[config.mk]
export PLATFORM = sky130hd
export DESIGN_NAME = timestamp_ordered_request_queue
export DESIGN_NICKNAME = d
export VERILOG_FILES = /design/src/rtl/torq_pkg.sv /design/src/rtl/torq_cell.sv /design/src/rtl/timestamp_ordered_request_queue.sv
export SDC_FILE = /design/constraint.sdc
export NUM_CORES = 2
export LEC_CHECK = 0
export BUFFER_PORTS_ARGS = -buffer_cell sky130_fd_sc_hd__buf_2
export CORE_MARGIN = 2
export CORE_UTILIZATION = 31
export DETAILED_ROUTE_END_ITERATION = 7
export GPL_TIMING_DRIVEN = 0
export PLACE_DENSITY = 0.41
export SYNTH_ARGS = -nofsm -noshare
export SYNTH_HDL_FRONTEND = slang
export SYNTH_SLANG_ARGS = --single-unit
[constraint.sdc]
create_clock -name clk -period 10.7 [get_ports clk]
set_input_delay 1.07 -clock clk [delete_from_list [all_inputs] [get_ports clk]]
set_output_delay 1.07 -clock clk [all_outputs]
set_load 0.03 [all_outputs]
[src/rtl/torq_pkg.sv]
// Package for the timestamp-ordered request queue.
// Holds the request and grant word types and the cell control struct.
// No dependencies.
`default_nettype none

package torq_pkg;

	localparam int IdW    = 6;
	localparam int StampW = 16;
	localparam int PosW   = 5;

	typedef struct packed {
		logic [IdW-1:0]    requester;
		logic [StampW-1:0] stamp;
		logic              final_request;
	} request_t;

	typedef struct packed {
		logic [IdW-1:0]    granted;
		logic [StampW-1:0] granted_stamp;
		logic [PosW-1:0]   position;
		logic              end_of_grants;
		logic              overflowed;
	} grant_t;

	// Broadcast to every cell of the chain.
	typedef struct packed {
		logic load;  // insert the broadcast request
		logic shift; // move every entry one cell toward the head
	} cell_ctrl_t;

endpackage

`default_nettype wire

[src/rtl/torq_cell.sv]
// One cell of the sorted insertion chain: holds one queue entry.
// Depends on torq_pkg for the control struct and the id width.
`default_nettype none

module torq_cell #(
	parameter int STAMP_W = 16
) (
	input  wire                      clk,
	input  wire                      arst_n,
	input  torq_pkg::cell_ctrl_t     ctrl,
	input  wire [torq_pkg::IdW-1:0]  new_id,
	input  wire [STAMP_W-1:0]        new_stamp,
	input  wire                      prev_ins,
	input  wire                      prev_valid,
	input  wire [torq_pkg::IdW-1:0]  prev_id,
	input  wire [STAMP_W-1:0]        prev_stamp,
	input  wire                      next_valid,
	input  wire [torq_pkg::IdW-1:0]  next_id,
	input  wire [STAMP_W-1:0]        next_stamp,
	output logic                     ins,
	output logic                     valid,
	output logic [torq_pkg::IdW-1:0] id,
	output logic [STAMP_W-1:0]       stamp
);
	import torq_pkg::*;

	logic               valid_q;
	logic [IdW-1:0]     id_q;
	logic [STAMP_W-1:0] stamp_q;

	// A cell is displaced by the new request when it is empty or holds a
	// strictly later stamp, so equal stamps keep their arrival order.
	assign ins = !valid_q || (stamp_q > new_stamp);

	always_ff @(posedge clk or negedge arst_n) begin
		if (!arst_n) begin
			valid_q <= 1'b0;
		end else if (ctrl.shift) begin
			valid_q <= next_valid;
		end else if (ctrl.load && ins) begin
			valid_q <= prev_ins ? prev_valid : 1'b1;
		end
	end

	always_ff @(posedge clk) begin
		if (ctrl.shift) begin
			id_q    <= next_id;
			stamp_q <= next_stamp;
		end else if (ctrl.load && ins) begin
			if (prev_ins) begin
				id_q    <= prev_id;
				stamp_q <= prev_stamp;
			end else begin
				id_q    <= new_id;
				stamp_q <= new_stamp;
			end
		end
	end

	assign valid = valid_q;
	assign id    = id_q;
	assign stamp = stamp_q;

endmodule

`default_nettype wire

[src/rtl/timestamp_ordered_request_queue.sv]
// Top level of the timestamp-ordered request queue: a chain of torq_cell
// entries kept in stamp order, plus the grant sequencer.
// Depends on torq_pkg and torq_cell.
//
// Usage: a request word is taken at a rising edge where start is high and
// busy is low. Each request is placed into its sorted position in the cell
// chain in that same cycle, so requests may be issued back to back, one per
// cycle while busy is low. A request that finds the queue full is dropped
// and the batch is flagged as overflowed. The request marked final_request
// is inserted the same way and then starts the grants: busy goes high, and
// while it is high valid is high for one grant word per cycle, head of the
// queue first, with position counting up from zero, until every held entry
// is granted, each grant shifting the cell chain one entry toward the head.
// The last grant word carries end_of_grants; busy drops after it and the
// queue is empty for the next batch. The receiver cannot stall: each grant
// word is present for exactly one cycle. Reset empties the queue and clears
// the overflow flag; no clearing pass is needed.
`default_nettype none

module timestamp_ordered_request_queue #(
	parameter int QUEUE_DEPTH = 32,
	parameter int STAMP_BITS  = 16
) (
	input  wire                clk,
	input  wire                arst_n,
	input  wire                start,
	input  torq_pkg::request_t req,
	output logic               busy,
	output logic               valid,
	output torq_pkg::grant_t   result
);
	import torq_pkg::*;

	localparam int KeptW  = (STAMP_BITS < StampW) ? STAMP_BITS : StampW;
	localparam int CountW = $clog2(QUEUE_DEPTH + 1);

	cell_ctrl_t ctrl;

	logic [QUEUE_DEPTH-1:0] ins;
	logic [QUEUE_DEPTH-1:0] cvalid;
	logic [IdW-1:0]         cid   [QUEUE_DEPTH];
	logic [KeptW-1:0]       cstamp[QUEUE_DEPTH];

	logic [CountW-1:0] count_q;
	logic [PosW-1:0]   pos_q;
	logic              drain_q;
	logic              dropped_q;

	logic             accept;
	logic             full;
	logic [KeptW-1:0] new_stamp;

	assign accept    = start && !busy;
	assign full      = (count_q == CountW'(QUEUE_DEPTH));
	assign new_stamp = req.stamp[KeptW-1:0];

	assign ctrl.load  = accept && !full;
	assign ctrl.shift = drain_q;

	for (genvar i = 0; i < QUEUE_DEPTH; i++) begin : g_cell
		logic             p_ins;
		logic             p_valid;
		logic [IdW-1:0]   p_id;
		logic [KeptW-1:0] p_stamp;
		logic             n_valid;
		logic [IdW-1:0]   n_id;
		logic [KeptW-1:0] n_stamp;

		if (i == 0) begin : g_head
			assign p_ins   = 1'b0;
			assign p_valid = 1'b0;
			assign p_id    = '0;
			assign p_stamp = '0;
		end else begin : g_body
			assign p_ins   = ins[i-1];
			assign p_valid = cvalid[i-1];
			assign p_id    = cid[i-1];
			assign p_stamp = cstamp[i-1];
		end

		if (i == QUEUE_DEPTH - 1) begin : g_tail
			assign n_valid = 1'b0;
			assign n_id    = '0;
			assign n_stamp = '0;
		end else begin : g_inner
			assign n_valid = cvalid[i+1];
			assign n_id    = cid[i+1];
			assign n_stamp = cstamp[i+1];
		end

		torq_cell #(
			.STAMP_W(KeptW)
		) u_cell (
			.clk       (clk),
			.arst_n    (arst_n),
			.ctrl      (ctrl),
			.new_id    (req.requester),
			.new_stamp (new_stamp),
			.prev_ins  (p_ins),
			.prev_valid(p_valid),
			.prev_id   (p_id),
			.prev_stamp(p_stamp),
			.next_valid(n_valid),
			.next_id   (n_id),
			.next_stamp(n_stamp),
			.ins       (ins[i]),
			.valid     (cvalid[i]),
			.id        (cid[i]),
			.stamp     (cstamp[i])
		);
	end

	always_ff @(posedge clk or negedge arst_n) begin
		if (!arst_n) begin
			count_q   <= '0;
			pos_q     <= '0;
			drain_q   <= 1'b0;
			dropped_q <= 1'b0;
		end else if (drain_q) begin
			count_q <= count_q - 1'b1;
			pos_q   <= pos_q + 1'b1;
			if (count_q == CountW'(1)) begin
				drain_q   <= 1'b0;
				dropped_q <= 1'b0;
			end
		end else if (accept) begin
			if (full) begin
				dropped_q <= 1'b1;
			end else begin
				count_q <= count_q + 1'b1;
			end
			if (req.final_request) begin
				drain_q <= 1'b1;
				pos_q   <= '0;
			end
		end
	end

	// The head cell always holds the next grant while draining.
	always_comb begin
		logic [StampW-1:0] st_ext;
		st_ext                = '0;
		st_ext[KeptW-1:0]     = cstamp[0];
		result.granted        = cid[0];
		result.granted_stamp  = st_ext;
		result.position       = pos_q;
		result.end_of_grants  = (count_q == CountW'(1));
		result.overflowed     = dropped_q;
	end

	assign busy  = drain_q;
	assign valid = drain_q;

	a_grant_has_entry: assert property (@(posedge clk) disable iff (!arst_n)
		valid |-> (cvalid[0] && count_q != '0))
		else $error("grant word issued from an empty head cell");

	a_end_frees: assert property (@(posedge clk) disable iff (!arst_n)
		(valid && result.end_of_grants) |=> (!busy && count_q == '0 && !cvalid[0]))
		else $error("queue not empty after the last grant word");

	a_count_bound: assert property (@(posedge clk) disable iff (!arst_n)
		count_q <= CountW'(QUEUE_DEPTH))
		else $error("entry count above queue depth");

	a_final_starts: assert property (@(posedge clk) disable iff (!arst_n)
		(accept && req.final_request) |=> (valid && result.position == '0))
		else $error("final request did not start the grants");

endmodule

`default_nettype wire
Word-level counts from Yosys, hierarchy flattened
Cells that the tools add are included.

RAM bits: 0. Word-level logic and storage cells: 572. Flip-flop bits (word level): 749. Output and inout port bits: 31. Bits in latches: 0. Bits in read-only memories: 0. Memories: 0. Bits of input ports: 26.

Multiply operators: 0. Div/mod/pow operators: 0. Bitwise gates (word level): 0. Shift operators: 0. Add/sub/neg operators: 3. Eq/ne operators: 4. Order comparisons: 32. Reductions and logical operators: 138. Muxes and demuxes: 295.

Operators by type and width (count): 16-bit 2-to-1 mux (93); 6-bit 2-to-1 mux (96); 16-bit > comparator (32); 1-bit 2-to-1 mux (103); 2-bit nonzero test (35); 1-bit logical AND (34); 1-bit logical NOT (34); 1-bit logical OR (32); 5-bit 2-to-1 mux (3); 6-bit by 1-bit adder with 6-bit output (second input constant) (1); 6-bit by 1-bit equality test with 1-bit output (second input constant) (1); 6-bit equality test (second input constant) (1); 6-bit by 1-bit subtractor with 6-bit output (second input constant) (1); 5-bit by 1-bit adder with 5-bit output (second input constant) (1); 2-bit inequality test (second input constant) (2); 2-bit AND reduction (2); 3-bit AND reduction (1).

Longest topological paths before layout
Depth after elaboration: 6. Mapped depth: 10. Gate-level depth less buffers: 8.

By module
From an unflattened synthesis, not the netlist that was laid out.

Cell total of the unflattened synthesis: 5230. Area total of the unflattened synthesis: 52047.4 um^2.

By module, submodules not included: torq_cell at g_cell[0].u_cell ... (area each 1597.8 um^2, sequential area each 685.7 um^2, cells an instance 161, instances 27); torq_cell at g_cell[5].u_cell ... (area each 1630.3 um^2, sequential area each 685.7 um^2, cells an instance 162, instances 5); timestamp_ordered_request_queue (area each 755.7 um^2, sequential area each 325.3 um^2, cells an instance 73, instances 1).

Worst setup path after synthesis
Ideal clock, no wire load.

Kind: in2reg. Start: input req[16] (netlist bit). End: register g_cell[10].u_cell.id_q[0], enable pin. Setup time: 0.432 ns. Required time: 10.268 ns. Stages: 9. Data arrival time: 4.988 ns. Path buffers: 2. Path slack: 5.280 ns. Path through: clkbuf_1 inv_1 ha_1 nand4_1 or2_2 a211oi_1 o41ai_4 buf_4 o21ai_0.

Cells in the longest elaborated chain, start to end: 4.

Ends and longest elaborated chain: start: declaration (line timestamp_ordered_request_queue.sv:27) `input torq_pkg::request_t req,`; 16-bit > comparator (line torq_cell.sv:33) `assign ins = !valid_q || (stamp_q > new_stamp);`; 1-bit logical OR (line torq_cell.sv:33); 1-bit logical AND (line torq_cell.sv:49) `end else if (ctrl.load && ins) begin`; 2-bit nonzero test (no line); end signal: assignment (line torq_cell.sv:47) `id_q <= next_id;`; end signal: assignment (line torq_cell.sv:51) `id_q <= prev_id;`; end signal: assignment (line torq_cell.sv:54) `id_q <= new_id;`; end: declaration (line torq_cell.sv:28) `logic [IdW-1:0] id_q;`.

Every way passes these cells. A chain may end at the register's enable or synchronous reset.

Worst setup path in the final report
Start: input req[16] (netlist bit). End: register g_cell[6].u_cell.id_q[2], enable pin.

Cells in the longest elaborated chain, start to end: 4.

Ends and longest elaborated chain (line): 16-bit > comparator (torq_cell.sv:33); 1-bit logical OR (torq_cell.sv:33); 1-bit logical AND (torq_cell.sv:49); 2-bit nonzero test (no line); end signal: assignment (torq_cell.sv:47); end signal: assignment (torq_cell.sv:51); end signal: assignment (torq_cell.sv:54); end: declaration (torq_cell.sv:28).

Every way passes these cells.

==> flow_summary_export.csv <==
group,metric,value,unit
power_and_ir_drop,powerDensity,373,mW/mm^2
setup_path,worstPathRequired,11.11,ns
synthesis,synth_top_area_share,0.401,
clock_network,worst_setup_hold_path_clk_slew,0.06,ns
setup_path,critPathArrivalTime,6.15,ns
route,post_drt_wl_per_cell,34.8,um
finish,layout_overhead_on_the_synthesized_area,14.3,%
setup_path,setup.worst_path.class,"primary input to register",
route,ant_nets,0,
finish,fin_nets,5696,
floorplan,floorplan.die.width,410,um
sta,timing.final.crit_share,0.536,
finish,drive_gt1_frac,0.109,
synthesis,synth_flop_cell,"sky130_fd_sc_hd__edfxtp_1",
grt,grt_antenna_before_repair,20,
floorplan,start_util,0.311,
grt,grt_overflow_total,0,
grt,grt_pass1_vias,43900,
synthesis,ys_seq_elements,749,
setup_path,critical_path.max_fanout,26,
sta,timing.final.max_slew_violations,1,
route,post-route-drc-count,0,
route,detailed_route_iter0_violations,5222,
synthesis,synth_enable_flop_cells,682,
sta,clock.fmax,174,MHz
clock_network,cts_buffers,102,
route,vias_per_cell,6.16,
clock_network,cts_tree,"done",
sta,rsz_0062_raised_after_global_routing,"no",
synthesis,syn_area_per_cell,10.3,um^2
synthesis,count_of_yosys_warnings_during_synthesis,0,
synthesis,synthesis.instances,4954,
sta,report.final.hold_viol_count,0,
route,first_pass_iters,6,
outcome,status,"complete, but fails checks",
placement,port_buffers,35,
placement,detailed_place_hpwl,197000,um
floorplan,chipHeight,410,um
outcome,failed_checks,"capacitance limit, slew limit",
setup_path,critical_path.startpoint,"req[16]",
synthesis,ys_types,72,
setup_path,worst_setup_path_end_kind,"register",
setup_path,r2r_start,"busy$_DFF_PN0_",
sta,worst_slew_pin_slew,1.48,ns
floorplan,io_pins,57,
synthesis,seq_area_frac_synth,0.431,
synthesis,netlist_area,0.0511,mm^2
synthesis,postSynthNetCount,5497,
grt,grt_first_pass_wirelength,356000,um
clock_network,clock_sinks,749,
sta,slew_headroom,-0.00888,
synthesis,synthTopCellsByArea,"sky130_fd_sc_hd__edfxtp_1 (40%), sky130_fd_sc_hd__ha_1 (13%), sky130_fd_sc_hd__mux2i_1 (6.9%)",
sta,setup-violations-final,0,
clock_network,clockRootBuffer,"sky130_fd_sc_hd__clkbuf_16",
grt,grt_max_degree,41,
clock_network,insertion_delay,0.75,ns
floorplan,floorplan.core_area,0.164,mm^2
power_and_ir_drop,power.ir.vdd_worst,0.154,mV
floorplan,placement_rows,149,
job,drv.max_cap_violation_count,2,
sta,clock_skew,0.0401,ns
grt,gr-usage-all-layers,0.299,
sta,period_minus_slack,5.73,ns
floorplan,design.die.area,0.168,mm^2
synthesis,synth_top_area_cell,"sky130_fd_sc_hd__edfxtp_1",
clock_network,cts_resized,0,
clock_network,postCtsHoldBufs,0,
synthesis,yosys-top-cells-count,"sky130_fd_sc_hd__edfxtp_1 (682), sky130_fd_sc_hd__nand2_1 (552), sky130_fd_sc_hd__o21ai_0 (543), sky130_fd_sc_hd__ha_1 (517), sky130_fd_sc_hd__mux2i_1 (352)",
clock_network,htreeDepth,3,
setup_path,critical_path.startpoint_type,"primary input",
clock_network,cts.path.max_buffers,3,
synthesis,post-synth-top-count-cell,"sky130_fd_sc_hd__edfxtp_1",
route,wl,258000,um
route,total_via_count_after_detailed_routing,45700,
power_and_ir_drop,cellLeakagePower,23.1,nW
sta,setup_total_negative_slack,0,ns
sta,whs,0.174,ns
placement,place.gp.congestion,0.907,
clock_network,post_cts_setup_buffers,0,
hold_path,min-delay-path-class,"primary input to asynchronous set/reset pin",
synthesis,fraction_of_registers_with_async_set_reset,0.0601,
## flip-flops by register name (all words and copies together), names as in the netlist
name,cells
busy,1
count_q,6
dropped_q,1
g_cell.u_cell.id,192
g_cell.u_cell.stamp,512
g_cell.u_cell.valid,32
pos_q,5
## critical path, stage by stage
cell and delay (ns):
sky130_fd_sc_hd__clkbuf_1 0.82, sky130_fd_sc_hd__inv_4 0.35, sky130_fd_sc_hd__buf_16 0.33, sky130_fd_sc_hd__ha_1 0.36
sky130_fd_sc_hd__nand4_1 0.24, sky130_fd_sc_hd__a2111oi_0 1.30, sky130_fd_sc_hd__o41ai_2 0.47, sky130_fd_sc_hd__buf_6 0.30
sky130_fd_sc_hd__o21ai_2 0.59, sky130_fd_sc_hd__buf_8 0.26
## placed cells by master, fill, tap and decap left out, types with 30 or more instances in the layout
cell type	synthesis	layout
sky130_fd_sc_hd__o211ai_1	30	30
sky130_fd_sc_hd__nor3_1	50	50
sky130_fd_sc_hd__nand2_1	552	552
sky130_fd_sc_hd__buf_6	30	34
sky130_fd_sc_hd__dfrtp_1	45	45
sky130_fd_sc_hd__mux2i_1	352	352
sky130_fd_sc_hd__a31oi_1	113	113
sky130_fd_sc_hd__nor4_1	59	59
sky130_fd_sc_hd__o221a_2	65	65
sky130_fd_sc_hd__buf_2	76	116
sky130_fd_sc_hd__a221oi_1	132	132
sky130_fd_sc_hd__nand4_1	119	119
sky130_fd_sc_hd__inv_1	164	149
sky130_fd_sc_hd__nor2_1	84	68
sky130_fd_sc_hd__a2bb2oi_1	128	128
sky130_fd_sc_hd__o22a_1	42	42
sky130_fd_sc_hd__clkbuf_16	0	105
sky130_fd_sc_hd__ha_1	517	517
sky130_fd_sc_hd__nand2b_1	34	34
sky130_fd_sc_hd__nor2b_1	37	37
sky130_fd_sc_hd__a21oi_1	250	250
sky130_fd_sc_hd__nand3_1	41	41
sky130_fd_sc_hd__a211oi_1	38	38
sky130_fd_sc_hd__o21ai_0	543	522
sky130_fd_sc_hd__clkbuf_1	257	275
sky130_fd_sc_hd__edfxtp_1	682	682
sky130_fd_sc_hd__o22ai_1	141	141
## final cells by class
| class | instances | area (um^2) |
|---|---|---|
| clock inverters | 45 | 327 |
| inverters | 164 | 621 |
| repair buffers | 95 | 1190 |
| multi-input cells | 3643 | 26800 |
| flip-flops and latches | 749 | 22000 |
| well taps | 2189 | 2740 |
| fillers | 16800 | 106000 |
| diodes | 4 | 10.0 |
| clock buffers | 139 | 2840 |
| plain buffers | 398 | 1890 |
## path summary, 6_finish.rpt
path,to,slack (ns),cells past startpoint
worst min register to register,count_q[5]$_DFFE_PN0P_,0.50,1
worst max register to register,g_cell[20].u_cell.stamp[9]$_DFFE_PP_,5.06,7
min in group clk,count_q[5]$_DFFE_PN0P_,0.50,1
worst min-delay path,pos_q[0]$_DFFE_PN0P_,0.17,1
max in group asynchronous,count_q[4]$_DFFE_PN0P_,10.01,2
worst max-delay path,g_cell[6].u_cell.id[2]$_DFFE_PP_,4.97,10
## metal layers
layer | part of all wire | GRT usage
met1 | 0.44 | 0.423
met2 | 0.44 | 0.456
met3 | 0.084 | 0.0572
met4 | 0.035 | 0.100
met5 | 0.00069 | 0
## cell families after synthesis
group,Yosys count,share of synthesized area
and+or+nand+nor,1038,0.0950
muxes,364,0.0716
adders and majority gates,517,0.127
buffers and inverters,562,0.0487
AOI/OAI and AO/OA,1716,0.226
DFF,749,0.431
xor gates and xnor gates,8,0.00137
## report_power, final
part | internal [mW] | switching (mW) | leakage (nW)
Sequential | 5.66 | 2.00 | 7.75
Combinational | 4.02 | 6.72 | 13.8
Clock | 1.89 | 1.50 | 1.54
## through the flow
| stage | utilization | power [mW] | worst slack, ns | cells | cell area [um^2] |
|---|---|---|---|---|---|
| 3_3_place_gp | 0.329 | 17.8 | 0.454 | 7178 | 54000 |
| 5_1_grt | 0.355 | 22.9 | 5.02 | 7422 | 58400 |
| 6_report | 0.355 | 21.8 | 4.97 | 7426 | 58400 |
| 2_1_floorplan | - | 13.7 | 5.28 | 4954 | 51100 |
| 4_1_cts | 0.355 | 21.6 | 5.11 | 7421 | 58400 |
| 3_5_place_dp | 0.336 | 18.2 | 4.37 | 7237 | 55200 |
Power figures use the tool's default switching activity.
